## src/rtl/core/fsk_zero_crossing_demodulator_top_defines.svh

```systemverilog
// Assertion macros for the zero-crossing FSK demodulator.
// Used by fsk_zero_crossing_demodulator_top; expects clk and rst_n in scope.
`ifndef FSK_ZERO_CROSSING_DEMODULATOR_TOP_DEFINES_SVH
`define FSK_ZERO_CROSSING_DEMODULATOR_TOP_DEFINES_SVH

// Same-cycle implication, disabled while reset is asserted.
`define FZCD_ASSERT_NOW(lbl, ante, cons, msg) \
  lbl: assert property (@(posedge clk) disable iff (!rst_n) (ante) |-> (cons)) \
    else $error(msg);

// Next-cycle implication, disabled while reset is asserted.
`define FZCD_ASSERT_NEXT(lbl, ante, cons, msg) \
  lbl: assert property (@(posedge clk) disable iff (!rst_n) (ante) |=> (cons)) \
    else $error(msg);

`endif

```

## src/rtl/core/fzcd_pkg.sv

```systemverilog
// Shared types and constants for the zero-crossing FSK demodulator.
// No dependencies; the RTL modules refer to it by scoped names.
`timescale 1ns / 1ps
package fzcd_pkg;

  localparam int RING_DEPTH  = 10;
  localparam int SAMPLE_BITS = 12;
  localparam int COUNT_BITS  = 16;
  localparam int BAND_BITS   = 8;
  localparam int CFG_IDX_BITS = 2;

  localparam int POS_BITS    = $clog2(RING_DEPTH);
  localparam int SUM_BITS    = $clog2(RING_DEPTH * ((2 ** SAMPLE_BITS) - 1) + 1);
  localparam int BAND10_BITS = $clog2(RING_DEPTH * ((2 ** BAND_BITS) - 1) + 1);
  localparam int CMP_BITS    = ((SUM_BITS > BAND10_BITS) ? SUM_BITS : BAND10_BITS) + 2;

  localparam int RING_RESET_VALUE = 700;
  localparam logic [COUNT_BITS-1:0] COUNT_MAX = '1;

  localparam int QUEUE_DEPTH = 2;
  localparam int QPTR_BITS   = $clog2(QUEUE_DEPTH);
  localparam int QCNT_BITS   = $clog2(QUEUE_DEPTH + 1);

  typedef enum logic [CFG_IDX_BITS-1:0] {
    CFG_SAMPLES_PER_BIT = 2'd0,
    CFG_LOW_THRESH      = 2'd1,
    CFG_HIGH_THRESH     = 2'd2,
    CFG_HYST_BAND       = 2'd3
  } cfg_index_t;

  typedef enum logic [1:0] {
    CLASS_NONE = 2'd0,
    CLASS_ZERO = 2'd1,
    CLASS_ONE  = 2'd2
  } bit_class_t;

  typedef struct packed {
    logic [COUNT_BITS-1:0] samples_per_bit;
    logic [COUNT_BITS-1:0] low_thresh;
    logic [COUNT_BITS-1:0] high_thresh;
    logic [BAND_BITS-1:0]  hyst_band;
  } cfg_t;

  typedef struct packed {
    logic full;
    logic empty;
  } q_status_t;

endpackage

```

## src/rtl/core/fzcd_front.sv

```systemverilog
// Front end: moving-average ring, hysteresis crossing detector, window counter.
// Pushes the crossing count of each finished window into the queue. Uses fzcd_pkg.
`timescale 1ns / 1ps
module fzcd_front (
  input  logic                              clk,
  input  logic                              rst_n,
  input  logic                              in_valid,
  input  logic [fzcd_pkg::SAMPLE_BITS-1:0]  in_sample,
  output logic                              in_stall,
  input  fzcd_pkg::cfg_t                    cfg,
  input  fzcd_pkg::q_status_t               q_status,
  output logic                              push,
  output logic [fzcd_pkg::COUNT_BITS-1:0]   push_count
);

  logic [fzcd_pkg::SAMPLE_BITS-1:0] ring_r [fzcd_pkg::RING_DEPTH];
  logic [fzcd_pkg::POS_BITS-1:0]    pos_r, pos_nxt;
  logic [fzcd_pkg::SUM_BITS-1:0]    sum_r, sum_nxt;
  logic [fzcd_pkg::SAMPLE_BITS-1:0] prev_r;
  logic [fzcd_pkg::COUNT_BITS-1:0]  cross_r, cross_nxt;
  logic [fzcd_pkg::COUNT_BITS-1:0]  wnd_r, wnd_nxt;

  logic signed [fzcd_pkg::CMP_BITS-1:0] sum_c, band_c, prev_c, cur_c, lo_lim, hi_lim;
  logic accept, crossing, win_end;

  always_comb begin
    accept  = in_valid && !q_status.full;
    sum_nxt = sum_r - fzcd_pkg::SUM_BITS'(ring_r[pos_r])
                    + fzcd_pkg::SUM_BITS'(in_sample);
    pos_nxt = (pos_r == fzcd_pkg::POS_BITS'(fzcd_pkg::RING_DEPTH - 1)) ?
              '0 : pos_r + 1'b1;

    // Compare at ten times scale so the average stays an integer sum
    sum_c  = fzcd_pkg::CMP_BITS'(sum_nxt);
    band_c = fzcd_pkg::CMP_BITS'(cfg.hyst_band) * fzcd_pkg::CMP_BITS'(fzcd_pkg::RING_DEPTH);
    prev_c = fzcd_pkg::CMP_BITS'(prev_r) * fzcd_pkg::CMP_BITS'(fzcd_pkg::RING_DEPTH);
    cur_c  = fzcd_pkg::CMP_BITS'(in_sample) * fzcd_pkg::CMP_BITS'(fzcd_pkg::RING_DEPTH);
    lo_lim = sum_c - band_c;
    hi_lim = sum_c + band_c;

    crossing = (prev_c < lo_lim && cur_c >= hi_lim) ||
               (prev_c > hi_lim && cur_c <= lo_lim);

    cross_nxt = (crossing && cross_r != fzcd_pkg::COUNT_MAX) ? cross_r + 1'b1 : cross_r;
    wnd_nxt   = (wnd_r != fzcd_pkg::COUNT_MAX) ? wnd_r + 1'b1 : wnd_r;
    win_end   = (wnd_nxt >= cfg.samples_per_bit);

    push       = accept && win_end;
    push_count = cross_nxt;
    in_stall   = q_status.full;
  end

  always_ff @(posedge clk) begin
    if (!rst_n) begin
      for (int i = 0; i < fzcd_pkg::RING_DEPTH; i++) begin
        ring_r[i] <= fzcd_pkg::SAMPLE_BITS'(fzcd_pkg::RING_RESET_VALUE);
      end
      pos_r   <= '0;
      sum_r   <= fzcd_pkg::SUM_BITS'(fzcd_pkg::RING_RESET_VALUE * fzcd_pkg::RING_DEPTH);
      prev_r  <= '0;
      cross_r <= '0;
      wnd_r   <= '0;
    end else if (accept) begin
      ring_r[pos_r] <= in_sample;
      pos_r         <= pos_nxt;
      sum_r         <= sum_nxt;
      prev_r        <= in_sample;
      if (win_end) begin
        cross_r <= '0;
        wnd_r   <= '0;
      end else begin
        cross_r <= cross_nxt;
        wnd_r   <= wnd_nxt;
      end
    end
  end

endmodule

```

## src/rtl/core/fzcd_queue.sv

```systemverilog
// Short FIFO of window crossing counts between front and back end.
// Uses fzcd_pkg for depth and widths.
`timescale 1ns / 1ps
module fzcd_queue (
  input  logic                             clk,
  input  logic                             rst_n,
  input  logic                             push,
  input  logic [fzcd_pkg::COUNT_BITS-1:0]  push_count,
  input  logic                             pop,
  output logic [fzcd_pkg::COUNT_BITS-1:0]  head_count,
  output fzcd_pkg::q_status_t              status
);

  logic [fzcd_pkg::COUNT_BITS-1:0] mem_r [fzcd_pkg::QUEUE_DEPTH];
  logic [fzcd_pkg::QPTR_BITS-1:0]  wr_r, wr_nxt, rd_r, rd_nxt;
  logic [fzcd_pkg::QCNT_BITS-1:0]  cnt_r, cnt_nxt;
  logic do_push, do_pop;

  always_comb begin
    status.full  = (cnt_r == fzcd_pkg::QCNT_BITS'(fzcd_pkg::QUEUE_DEPTH));
    status.empty = (cnt_r == '0);
    do_push = push && !status.full;
    do_pop  = pop && !status.empty;
    wr_nxt  = (wr_r == fzcd_pkg::QPTR_BITS'(fzcd_pkg::QUEUE_DEPTH - 1)) ? '0 : wr_r + 1'b1;
    rd_nxt  = (rd_r == fzcd_pkg::QPTR_BITS'(fzcd_pkg::QUEUE_DEPTH - 1)) ? '0 : rd_r + 1'b1;
    cnt_nxt = cnt_r;
    if (do_push && !do_pop) begin
      cnt_nxt = cnt_r + 1'b1;
    end else if (do_pop && !do_push) begin
      cnt_nxt = cnt_r - 1'b1;
    end
    head_count = mem_r[rd_r];
  end

  always_ff @(posedge clk) begin
    if (do_push) begin
      mem_r[wr_r] <= push_count;
    end
  end

  always_ff @(posedge clk) begin
    if (!rst_n) begin
      wr_r  <= '0;
      rd_r  <= '0;
      cnt_r <= '0;
    end else begin
      if (do_push) begin
        wr_r <= wr_nxt;
      end
      if (do_pop) begin
        rd_r <= rd_nxt;
      end
      cnt_r <= cnt_nxt;
    end
  end

endmodule

```

## src/rtl/core/fzcd_back.sv

```systemverilog
// Back end: classify each window count, assemble bytes MSB first,
// hold the result in the output register. Uses fzcd_pkg.
`timescale 1ns / 1ps
module fzcd_back (
  input  logic                             clk,
  input  logic                             rst_n,
  input  fzcd_pkg::cfg_t                   cfg,
  input  fzcd_pkg::q_status_t              q_status,
  input  logic [fzcd_pkg::COUNT_BITS-1:0]  head_count,
  output logic                             pop,
  output logic                             out_valid,
  input  logic                             out_stall,
  output logic [1:0]                       out_bit_class,
  output logic [fzcd_pkg::COUNT_BITS-1:0]  out_crossing_count,
  output logic                             out_byte_valid,
  output logic [7:0]                       out_byte_value
);

  logic                      valid_r;
  logic [1:0]                class_r;
  logic [fzcd_pkg::COUNT_BITS-1:0] count_r;
  logic                      bvalid_r, bvalid_nxt;
  logic [7:0]                bvalue_r, bvalue_nxt;
  logic [7:0]                shift_r, shift_nxt;
  logic [2:0]                held_r, held_nxt;
  fzcd_pkg::bit_class_t      cls;
  logic [7:0]                shifted;

  always_comb begin
    pop = !q_status.empty && (!valid_r || !out_stall);

    if (head_count >= cfg.low_thresh && head_count < cfg.high_thresh) begin
      cls = fzcd_pkg::CLASS_ZERO;
    end else if (head_count >= cfg.high_thresh) begin
      cls = fzcd_pkg::CLASS_ONE;
    end else begin
      cls = fzcd_pkg::CLASS_NONE;
    end

    shifted    = {shift_r[6:0], (cls == fzcd_pkg::CLASS_ONE)};
    shift_nxt  = shift_r;
    held_nxt   = held_r;
    bvalid_nxt = 1'b0;
    bvalue_nxt = '0;
    if (cls != fzcd_pkg::CLASS_NONE) begin
      if (held_r == 3'd7) begin
        bvalid_nxt = 1'b1;
        bvalue_nxt = shifted;
        shift_nxt  = '0;
        held_nxt   = '0;
      end else begin
        shift_nxt = shifted;
        held_nxt  = held_r + 1'b1;
      end
    end
  end

  always_ff @(posedge clk) begin
    if (!rst_n) begin
      valid_r <= 1'b0;
      shift_r <= '0;
      held_r  <= '0;
    end else if (pop) begin
      valid_r <= 1'b1;
      shift_r <= shift_nxt;
      held_r  <= held_nxt;
    end else if (!out_stall) begin
      valid_r <= 1'b0;
    end
  end

  // Payload loads with each pop; no reset needed
  always_ff @(posedge clk) begin
    if (pop) begin
      class_r  <= cls;
      count_r  <= head_count;
      bvalid_r <= bvalid_nxt;
      bvalue_r <= bvalue_nxt;
    end
  end

  assign out_valid          = valid_r;
  assign out_bit_class      = class_r;
  assign out_crossing_count = count_r;
  assign out_byte_valid     = bvalid_r;
  assign out_byte_value     = bvalue_r;

endmodule

```

## src/rtl/core/fsk_zero_crossing_demodulator_top.sv

```systemverilog
// Zero-crossing FSK demodulator top: config registers, front end, queue, back end.
// Throughput: a sample per cycle unless stalled; one result per samples_per_bit window.
// Path: a window count is queued, then popped into the output register (out_valid).
// Stalls: in_stall rises only while two window results wait behind a held output.
// Reset (synchronous, rst_n low): ring entries 700, sum 7000, counters and byte cleared,
// registers to 1000 / 180 / 360 / 5; queue and output register empty.
`timescale 1ns / 1ps
`include "fsk_zero_crossing_demodulator_top_defines.svh"
module fsk_zero_crossing_demodulator_top (
  input  logic                                clk,
  input  logic                                rst_n,
  // sample channel
  input  logic                                in_valid,
  input  logic [fzcd_pkg::SAMPLE_BITS-1:0]    in_sample,
  output logic                                in_stall,
  // result channel
  output logic                                out_valid,
  input  logic                                out_stall,
  output logic [1:0]                          out_bit_class,
  output logic [fzcd_pkg::COUNT_BITS-1:0]     out_crossing_count,
  output logic                                out_byte_valid,
  output logic [7:0]                          out_byte_value,
  // configuration write port
  input  logic                                cfg_we,
  input  logic [fzcd_pkg::CFG_IDX_BITS-1:0]   cfg_index,
  input  logic [fzcd_pkg::COUNT_BITS-1:0]     cfg_wdata
);

  fzcd_pkg::cfg_t      cfg_r;
  fzcd_pkg::q_status_t q_status;
  logic                               push, pop;
  logic [fzcd_pkg::COUNT_BITS-1:0]    push_count, head_count;

  // Configuration registers: take a write on any edge with cfg_we high.
  // The host must write only while the block is idle; the block does not enforce this.
  always_ff @(posedge clk) begin
    if (!rst_n) begin
      cfg_r.samples_per_bit <= 16'd1000;
      cfg_r.low_thresh      <= 16'd180;
      cfg_r.high_thresh     <= 16'd360;
      cfg_r.hyst_band       <= 8'd5;
    end else if (cfg_we) begin
      case (fzcd_pkg::cfg_index_t'(cfg_index))
        fzcd_pkg::CFG_SAMPLES_PER_BIT: cfg_r.samples_per_bit <= cfg_wdata;
        fzcd_pkg::CFG_LOW_THRESH:      cfg_r.low_thresh      <= cfg_wdata;
        fzcd_pkg::CFG_HIGH_THRESH:     cfg_r.high_thresh     <= cfg_wdata;
        fzcd_pkg::CFG_HYST_BAND:       cfg_r.hyst_band       <= cfg_wdata[fzcd_pkg::BAND_BITS-1:0];
        default: ;
      endcase
    end
  end

  // Front end: every accepted sample updates the average and the crossing
  // count; the last sample of a window pushes one transaction into the queue.
  // Stall the sample channel only while the queue is full.
  fzcd_front u_front (
    .clk        (clk),
    .rst_n      (rst_n),
    .in_valid   (in_valid),
    .in_sample  (in_sample),
    .in_stall   (in_stall),
    .cfg        (cfg_r),
    .q_status   (q_status),
    .push       (push),
    .push_count (push_count)
  );

  // Queue: decouples the sample stream from a stalled result channel.
  fzcd_queue u_queue (
    .clk        (clk),
    .rst_n      (rst_n),
    .push       (push),
    .push_count (push_count),
    .pop        (pop),
    .head_count (head_count),
    .status     (q_status)
  );

  // Back end: classify, shift bits into the byte, and hold the result
  // transaction in the output register until taken.
  fzcd_back u_back (
    .clk                (clk),
    .rst_n              (rst_n),
    .cfg                (cfg_r),
    .q_status           (q_status),
    .head_count         (head_count),
    .pop                (pop),
    .out_valid          (out_valid),
    .out_stall          (out_stall),
    .out_bit_class      (out_bit_class),
    .out_crossing_count (out_crossing_count),
    .out_byte_valid     (out_byte_valid),
    .out_byte_value     (out_byte_value)
  );

  // A push never hits a full queue: the front end stalls first.
  `FZCD_ASSERT_NOW(a_no_overflow, push, !q_status.full, "push into full queue")
  // A completed byte only comes with a valid bit, and its LSB is that bit.
  `FZCD_ASSERT_NOW(a_byte_has_bit, out_valid && out_byte_valid,
    out_bit_class != fzcd_pkg::CLASS_NONE, "byte completed without a bit")
  `FZCD_ASSERT_NOW(a_byte_lsb, out_valid && out_byte_valid,
    out_byte_value[0] == (out_bit_class == fzcd_pkg::CLASS_ONE), "byte LSB mismatch")
  // A pop always leaves a result in the output register.
  `FZCD_ASSERT_NEXT(a_pop_loads, pop, out_valid, "pop did not load output")

endmodule
```

## config.mk

```make
export PLATFORM = sky130hd
export DESIGN_NAME = fsk_zero_crossing_demodulator_top
export DESIGN_NICKNAME = d
export VERILOG_FILES = /design/src/rtl/core/fzcd_pkg.sv /design/src/rtl/core/fzcd_front.sv /design/src/rtl/core/fzcd_queue.sv /design/src/rtl/core/fzcd_back.sv /design/src/rtl/core/fsk_zero_crossing_demodulator_top.sv
export VERILOG_INCLUDE_DIRS = /design/src /design/src/rtl/core
export SDC_FILE = /design/constraint.sdc
export NUM_CORES = 1
export LEC_CHECK = 0
export BUFFER_PORTS_ARGS = -buffer_cell sky130_fd_sc_hd__buf_2
export CAP_MARGIN = 20
export CORE_ASPECT_RATIO = 0.75
export CORE_MARGIN = 4
export CORE_UTILIZATION = 45
export CTS_CLUSTER_DIAMETER = 120
export CTS_CLUSTER_SIZE = 12
export DETAILED_ROUTE_END_ITERATION = 6
export PLACE_DENSITY = 0.6
export SYNTH_ARGS = -nofsm -noshare
export SYNTH_HDL_FRONTEND = slang
export SYNTH_HIERARCHICAL = 1
export SYNTH_SLANG_ARGS = --single-unit
```

## constraint.sdc

```tcl
create_clock -name clk -period 18.6 [get_ports clk]
set_input_delay 1.86 -clock clk [delete_from_list [all_inputs] [get_ports clk]]
set_output_delay 1.86 -clock clk [all_outputs]
set_load 0.005 [all_outputs]
```

== Yosys cells after proc, flatten, opt, wreduce, memory -nomap -nowiden ==
Memories as Yosys holds them, arrays and structs flattened. A register that Yosys moved wholly into a read port is not among the register bits.
Cells that the tools add are included.
W data, S select, Z words.
Storage, ports and cells
  memory bits (writable): 152
  word-level logic and storage cells: 113
  flip-flop bits (word level): 162
  memories kept: 2
Operators by class
  multipliers: 3
  add/subtract/negate cells: 12
  equal/unequal tests: 10
  reduce and logical (&&, ||, !) cells: 30
  order comparisons: 8
  muxes and demuxes: 29
Memories
  u_front.ring_r: depth 10, width 12, rd ports 1, clocked after memory_dff 1, wr ports 10, line fzcd_front.sv:16  | logic [fzcd_pkg::SAMPLE_BITS-1:0] ring_r [fzcd_pkg::RING_DEPTH];
  u_queue.mem_r: depth 2, width 16, rd ports 1, clocked after memory_dff 1, wr ports 1, line fzcd_queue.sv:14  | logic [fzcd_pkg::COUNT_BITS-1:0] mem_r [fzcd_pkg::QUEUE_DEPTH];
Operators by type and width (count)
  $mux W16: 4
  $ge A16 B16 Y1: 3
  $add A16 B1 Y16 const B: 2
  $ne A16 B16 Y1 const B: 2
  $mul A12 B3 Y15 const B: 2
  $ge A17 B18 Y1: 1
  $gt A17 B18 Y1: 1
  $le A17 B18 Y1: 1
  $lt A17 B18 Y1: 1
  $add A16 B12 Y17: 1
  $sub A16 B12 Y17: 1
  $add A16 B12 Y16: 1
  $lt A16 B16 Y1: 1
  $mux W4: 4
  $sub A16 B12 Y16: 1
  $mux W1: 14
  $mux W12: 1
  $reduce_and A2 Y1: 6
  $reduce_or A12 Y1: 1
  $logic_and A1 B1 Y1: 11
  $mul A8 B3 Y11 const B: 1
  $eq A2 B2 Y1 const B: 4
  $mux W2: 4
  $mux W7: 1
  14 further kinds: 23

== Longest topological paths before layout ==
Gate-level depths: netlist of the first run.
  word-level depth: 9
  gate-level depth with buffers: 40
  mapped depth without buffers: 36

== Cells and area by module ==
Netlist of the first run, hierarchy kept.
Modules (own cells, without submodules)
  fzcd_front: area each 16644.7 um^2, seq. area each 7126.8 um^2, times used 1, cells each 1525
  fzcd_back: area each 2283.4 um^2, seq. area each 1031.0 um^2, times used 1, cells each 204
  fsk_zero_crossing_demodulator_top: area each 2202.1 um^2, seq. area each 1121.1 um^2, times used 1, cells each 216
  fzcd_queue: area each 1387.6 um^2, seq. area each 1061.0 um^2, times used 1, cells each 75

== Least setup slack after synthesis of the first run ==
No wires, ideal clock.
  path type: reg2reg
  start point: register with a tool-made name
  end point: memory u_queue/mem_r[0][1] in the netlist's numbering, data pin
  arrival: 8.139 ns
  buffers on the path: 4
  path slack: 10.198 ns
  period minus slack after synthesis: 8.402 ns
  stages on the path, launching flop included: 40
  cells stage by stage: dfxtp_1 -> buf_1 -> buf_1 -> mux4_2 -> mux4_2 -> fa_1 -> inv_1 -> ha_1 -> a21o_1 -> a21oi_1 -> xnor2_1 -> ha_1 -> buf_2 -> nor2b_1 -> o21ai_0 -> a21oi_1 -> o21ai_0 -> nand2b_1 -> [... 4 more ...] -> o21a_1 -> o21ai_0 -> nor3_1 -> xor2_1 -> ha_1 -> nand3_1 -> nor4_1 -> nor2_1 -> o21ai_0 -> o21a_1 -> o221ai_1 -> o31ai_1 -> a21oi_1 -> nor3_1 -> a22o_4 -> and2_1 -> buf_6 -> mux2_2
RTL lines (line)
  to (decl): fzcd_queue.sv:14

==> results of run 1 <==
[power groups by stage]
stage	registers [mW]	logic (mW)	clock network, mW
2_1_floorplan	0.985	1.57	0
3_3_place_gp	0.996	1.99	0
3_5_place_dp	0.996	2.03	0
4_1_cts	0.978	2.04	0.740
5_1_grt	0.980	2.31	0.773
6_report	0.977	2.10	0.719
[registers in the layout, indices dropped and copies added (netlist names), named ones only]
name,count
u_queue/wr_r,1
u_front/cross_r,16
u_queue/mem_r,32
u_front/prev_r,12
u_back/out_byte_value,8
u_front/sum_r,16
u_front/pos_r,4
u_queue/cnt_r,2
u_back/held_r,3
u_back/out_byte_valid,1
u_front/wnd_r,16
u_back/out_crossing_count,16
u_back/shift_r,7
u_queue/rd_r,1
u_front/ring_r,192
u_back/out_valid,1
cfg_r,56
u_back/out_bit_class,2
[final cells by class]
class	count	area share, %
Inverter	156	2.382
Timing Repair Buffer	88	2.046
Clock inverter	2	0.06108
Sequential cell	391	42.08
Tap cell	648	3.298
Clock buffer	63	4.337
Multi-Input combinational cell	1398	45.79
[routing by layer]
layer | GRT usage [%] | part of all wire [%] | routed length, um
met3 | 7.408 | 11 | 6426
met5 | 0 | 0 | 0
met2 | 29.82 | 39 | 23610
met1 | 34.14 | 48 | 28810
met4 | 5.242 | 2.0 | 1201
[synth_stat cells (20+ instances only)]
master,n,area (um^2)
a21o_1,25,187.7
a21oi_1,72,360.4
and2_1,26,162.7
clkbuf_1,48,180.2
dfxtp_1,140,2803
edfxtp_1,251,7537
ha_1,191,2390
inv_1,155,581.8
mux2_2,22,247.7
mux2i_1,63,630.6
mux4_2,60,1351
nand2_1,253,949.7
nand3_1,32,160.2
nor2_1,113,424.2
nor2b_1,47,294.0
nor3_1,28,140.1
o21a_1,26,195.2
o21ai_0,55,275.3
xnor2_1,72,630.6
xor2_1,20,175.2
[how the worst max path moves through the flow]
stage / endpoint / slack [ns] / depth (start not counted)
floorplan: u_queue/mem_r[0][1] / 10.20 / 39
global placement: u_queue/mem_r[0][1] / 9.52 / 36
detailed placement: u_queue/mem_r[0][1] / 9.51 / 30
CTS: u_queue/mem_r[0][1] / 9.46 / 30
global route: u_queue/mem_r[0][5] / 8.59 / 31
finish: u_queue/mem_r[0][1] / 9.41 / 36
[layout by cell type (no fill, tap or decap), drive strengths merged, types with 18 or more instances in the layout]
master / n
a21o: 25
a21boi: 18
nor3: 31
dfxtp: 140
nand3: 34
mux2: 22
ha: 191
nand2: 253
clkbuf: 63
buf: 88
a21oi: 74
edfxtp: 251
o21a: 26
xor2: 20
nor2b: 47
and2: 26
mux4: 60
o21ai: 66
inv: 158
mux2i: 63
xnor2: 73
nor2: 113
[worst max-delay path, delay by kind of cell (launching register included)]
| kind | cells | cell delay [ns] |
|---|---|---|
| xor gates and xnor gates | 2 | 0.40 |
| AOI/OAI and AO/OA | 16 | 2.74 |
| buffers and inverters | 3 | 0.75 |
| muxes | 3 | 1.50 |
| adders and majority gates | 4 | 1.44 |
| DFF | 1 | 0.63 |
| and+or+nand+nor | 8 | 1.44 |
[cell families (layout without fill, tap and decap cells)]
group,Yosys count,count (layout),synth area share (%)
AND/OR/NAND/NOR,601,601,12.79
flip-flops,391,391,45.92
AO/OA/AOI/OAI,350,350,11.35
buffers and inverters,231,309,4.178
adder cells (fa/ha/maj),209,209,12.17
multiplexers,145,145,9.902
XOR/XNOR,93,93,3.701
==> results.yml, run 1 <==
critical_path:
  critPathKind: "reg2reg"
  slowest_delay_ns: 0.63
  crit_arrival_ns: 9.49
  crit_top_cell: "a21oi_1"
  cp-start-kind: "flip-flop"
  crit_path_max_fanout: 27
  crit_path_end_kind: "flip-flop"
  reg2reg_setup_slack_ns: 9.41
  rr_worst_depth: 36
  crit_slowest_cell: "dfxtp_4"
  r2r-end: "u_queue/mem_r[0][1]"
  critPathRequiredTime_ns: 18.90
worst_hold_path:
  min_from: "cfg_r[25]"
  hold_path_depth: 2
  min_to: "cfg_r[25]"
  hold_class: "reg2reg"
clock_tree:
  numCtsBuffers: 38
  clk_pin_slew_worst_paths_ns: 0.06
  cts_max_path_buffers: 3
  post_cts_buffers: 0
  cts_tree: "built"
  insertion_delay_ns: 0.57
  htree_levels: 2
  hold_buffers: 0
  cts-root-buf: "clkbuf_16"
  cts_resized: 0
  clkSinkCount: 391
finish:
  multi_input_area_um2: 11260
  finalCoreUtilization_pct: 50.03
  fillerInstances: 4345
  drive_gt1_share_pct: 12.20
  area_growth_pct: 9.163
  regArea_um2: 10340
  instances_no_fill: 2746
  final_nets: 2316
  fin_area_um2: 24580
  antenna_cells: 0
timing:
  setup_viol: 0
  final.setup.tns_ns: 0
  skew_ns: 0.02790
  finalHoldViolCount: 0
  fmax_ghz: 0.1088
  finalCriticalPeriod_ns: 9.193
  rsz0062_at_grt: "no"
  drv_slew: 0
  slew_headroom_pct: 26.96
  finalCritPeriodShare_pct: 49.43
  whs_ns: 0.4559
  worst_slack_ns: 9.407
  tightest_slew_ns: 1.092
synth:
  yosysUniqueCellTypes: 102
  syn_nets: 2263
  netlist_instances: 2020
  synth_top_flop_cell: "edfxtp_1"
  ys_ff_latch: 391
  synth-edff-count: 251
  synthArstFlopShare_pct: 0
  synth.avg_cell_area_um2: 11.15
  yosysSeqAreaShare_pct: 45.92
  syn_area_um2: 22520
  yosys_warnings: 6
global_routing:
  grt_pass1_vias: 15280
  grt_max_degree: 82
  grt_pass1_wl_mm: 91.20
  grt-ovfl-total: 0
  antenna_found_initial: 1
  grt_usage_pct: 22.15
power_and_ir_drop:
  p_seq_share_pct: 25.8
  pwr-share-comb_pct: 55.3
  cell_internal_pwr_mw: 2.157
  power_switching_mw: 1.636
  p_total_mw: 3.793
  vdd_drop_max_mv: 0.1115
  clockPowerShare_pct: 19.0
  power.density_nw_per_um2: 154.3
  leakage_nw: 9.522
  p_sw_share_pct: 43.12
floorplan:
  core-area_um2: 49130
  rows: 70
  die_area_um2: 53720
  die_h_um: 201.7
  initial_core_util_pct: 45.83
  die_w_um: 266.3
  io_pins: 64
placed_design:
  dp_hpwl_mm: 45.12
  gp_congestion: 0.9007
  port_buffers: 63
  place_area_um2: 23500
  dp_slack_ns: 9.510
  dp_cells: 2681
drt:
  wirelength_mm: 60.05
  via_count: 15930
  drt_iter0_drc: 1514
  firstDrtPassIters: 5
  ant_nets: 0
  route.detailed.drc: 0
  wl_per_cell_um: 21.87
  vias_per_cell: 5.802
outcome:
  status: "complete, no violations"
job:
  cap_violations: 0
No activity file was read; power rests on OpenSTA's default activity.
==> run 2, diff against run 1 <==
--- a/config.mk
+++ b/config.mk
@@ -6,6 +6,7 @@
 export SDC_FILE = /design/constraint.sdc
 export NUM_CORES = 1
 export LEC_CHECK = 0
+export ABC_AREA = 1
 export BUFFER_PORTS_ARGS = -buffer_cell sky130_fd_sc_hd__buf_2
 export CAP_MARGIN = 20
 export CORE_ASPECT_RATIO = 0.75
==> constraint.sdc (replaced) <==
create_clock -name clk -period 8.7 [get_ports clk]
set_input_delay 0.87 -clock clk [delete_from_list [all_inputs] [get_ports clk]]
set_output_delay 0.87 -clock clk [all_outputs]
set_load 0.005 [all_outputs]
==> run 2 against run 1 <==
  * Fmax increased by 23%
  * Via count is 15% higher
  * Combinational power rose by 110%
  * Wire length is 4.8% higher
  * Sequential share of layout area down 1.6 points
  * Utilization down 0.38 points
  * First-iteration DRC count rose by 4.0%
==> results.yml, run 2 <==
timing:
  fmax_ghz: 0.1336
  setup_viol: 0
  tightest_slew_ns: 1.108
  finalHoldViolCount: 0
  whs_ns: 0.4658
  final.setup.tns_ns: 0
  drv_slew: 0
  slew_headroom_pct: 25.85
  skew_ns: 0.02721
  finalCritPeriodShare_pct: 86.02
  finalCriticalPeriod_ns: 7.484
  rsz0062_at_grt: "no"
global_routing:
  grt_busiest_layer: "met1"
  grt_max_degree: 73
  grt_pass1_wl_mm: 97.26
  grt-ovfl-total: 0
  grt_usage_pct: 22.31
  met2_usage_pct: 33.30
  antenna_found_initial: 1
  grt_use_met3_pct: 4.535
  grt_pass1_vias: 17240
  grt_util_met1_pct: 33.71
clock_tree:
  clkSinkCount: 391
  cts_resized: 0
  htree_levels: 2
  insertion_delay_ns: 0.56
  numCtsBuffers: 38
  post_cts_buffers: 0
  hold_buffers: 0
  cts_tree: "built"
  cts_max_path_buffers: 3
  cts-root-buf: "clkbuf_16"
  clk_pin_slew_worst_paths_ns: 0.06
critical_path:
  path_buf_inv: 3
  cp-start-kind: "flip-flop"
  critPathKind: "reg2reg"
  crit_path_end_kind: "flip-flop"
  crit_path_max_fanout: 61
  crit_top_cell: "a21oi_1"
  crit_arrival_ns: 7.78
  crit_family: "compound AO/OA/AOI/OAI gates"
  critPathRequiredTime_ns: 9.00
  crit_slowest_cell: "dfxtp_4"
  slowest_delay_ns: 0.57
synth:
  yosysMostFrequentCell: "nand2_1"
  synth_top_area_cell: "edfxtp_1"
  synthArstFlopShare_pct: 0
  ys_ff_latch: 391
  synth-edff-count: 251
  yosysUniqueCellTypes: 63
  synth.avg_cell_area_um2: 8.629
  synth_top_family_by_area: "simple AND/OR/NAND/NOR gates"
  synth_xor_area_share_pct: 2.649
  synthTopCellsByCount: "nand2_1, inv_1, edfxtp_1"
  ys_top_cells_by_area: "edfxtp_1, dfxtp_1, ha_1, nand2_1, inv_1"
  netlist_instances: 2709
  syn_area_um2: 23380
  synth_compound_area_share_pct: 9.463
  synth_top_flop_cell: "edfxtp_1"
  synthSimpleGateAreaFrac_pct: 20.20
  synth_adder_area_share_pct: 11.68
  syn_nets: 2952
  yosysSeqAreaShare_pct: 44.23
  synthMuxAreaShare_pct: 2.987
  yosys_warnings: 6
  yosysTopAreaCellShare_pct: 32.24
drt:
  firstDrtPassIters: 5
  wirelength_mm: 62.93
  route.detailed.drc: 0
  ant_nets: 0
  drt_iter0_drc: 1575
  vias_per_cell: 5.258
  wl_per_cell_um: 18.01
  via_count: 18370
finish:
  largest-register: "u_front/ring_r"
  antenna_cells: 0
  mostFrequentLayoutCells: "nand2_1, inv_1, edfxtp_1"
  area_growth_pct: 9.249
  largest_reg_flops: 192
  drive_gt1_share_pct: 9.244
  reg_top3: "u_front/ring_r (192), cfg_r (56), u_queue/mem_r (32)"
  final_nets: 3004
  fillerInstances: 4813
  layout_commonest_cell: "nand2_1"
power_and_ir_drop:
  vdd_drop_max_mv: 0.3554
  power.density_nw_per_um2: 318.3
  power_switching_mw: 3.769
  p_seq_share_pct: 25.6
  cell_internal_pwr_mw: 4.360
  pwr-share-comb_pct: 55.4
  p_sw_share_pct: 46.36
  leakage_nw: 11.19
  clockPowerShare_pct: 19.0
worst_hold_path:
  min_from: "cfg_r[49]"
  hold_class: "reg2reg"
job:
  cap_violations: 0
floorplan:
  io_pins: 64
  core-area_um2: 51440
  die_w_um: 271.2
  die_area_um2: 55700
  initial_core_util_pct: 45.44
  rows: 72
  die_h_um: 205.4
outcome:
  status: "complete, no violations"
placed_design:
  dp_hpwl_mm: 46.38
  port_buffers: 63
  gp_congestion: 0.9302
[run 2: cell count changes in the layout (fill, tap and decap cells not counted), moves of 27 or more]
| cell | change |
|---|---|
| inv_1 | +276 |
| a21oi_1 | +82 |
| nor2_1 | +132 |
| nand3_1 | +83 |
| nand2_1 | +279 |
| nor2b_1 | -46 |
| mux4_2 | -60 |
| o211ai_1 | +34 |
| nand2_2 | +27 |
| xor2_1 | +33 |
| o21ai_0 | +60 |
| xnor2_1 | -58 |
| nand4_1 | +27 |
[run 2: cells by family (layout without fill, tap and decap cells)]
family          Yosys count  in the layout
compound gates          386            386
flops                   391            391
xor+xnor                 69             69
simple gates           1068           1068
mux                      64             64
fa+ha+maj               208            208
buf+inv                 523            605
[run 2: worst paths after layout]
path / to / slack (ns) / cells after the start
setup / recovery: u_queue/mem_r[1][0] / 1.22 / 35
hold / removal: cfg_r[49] / 0.47 / 2
setup reg to reg: u_queue/mem_r[1][0] / 1.22 / 35
hold reg to reg: cfg_r[49] / 0.47 / 2
[run 2: stage by stage]
step / utilization [%] / power (mW) / cell area (um^2) / setup slack (ns) / std cells
floorplan: - / 5.441 / 23380 / 1.778 / 2709
CTS: 49.59 / 8.110 / 25510 / 1.290 / 3492
global route: 49.65 / 8.852 / 25540 / 0.5622 / 3494
global placement: 47.46 / 6.502 / 24410 / 1.508 / 3422
finish: 49.65 / 8.129 / 25540 / 1.216 / 3494
detailed placement: 47.46 / 6.544 / 24410 / 1.335 / 3422
[run 2: routing by layer]
layer | share of wire [%] | wire length (um)
met3 | 8.1 | 5118
met2 | 42 | 26200
met1 | 49 | 30710
met5 | 0 | 0
met4 | 1.4 | 898
[run 2: worst reg2reg max path: cells and delay by family (launching register included)]
kind | cells | cell delay [ns]
compound gates | 12 | 2.22
simple gates | 13 | 1.67
fa+ha+maj | 4 | 1.59
flops | 1 | 0.57
buf+inv | 3 | 0.48
xor+xnor | 2 | 0.41
mux | 1 | 0.26
[run 2: layout make-up]
| type | count | area, um^2 | share of cell area (%) |
|---|---|---|---|
| multi-input cells | 1795 | 11020 | 43.15 |
| flip-flops and latches | 391 | 10340 | 40.51 |
| inverters | 450 | 1689 | 6.614 |
| clock buffers | 66 | 1056 | 4.135 |
| well taps | 703 | 879.6 | 3.444 |
| repair buffers | 85 | 506.7 | 1.984 |
| clock inverters | 4 | 41.29 | 0.1617 |
[run 2: power by group through the flow]
stage          clock network (mW)  logic, mW  registers [mW]
3_5_place_dp                    0       4.42            2.12
3_3_place_gp                    0       4.38            2.12
2_1_floorplan                   0       3.34            2.11
4_1_cts                      1.58       4.45            2.08
5_1_grt                      1.66       5.11            2.09
6_report                     1.55       4.50            2.08
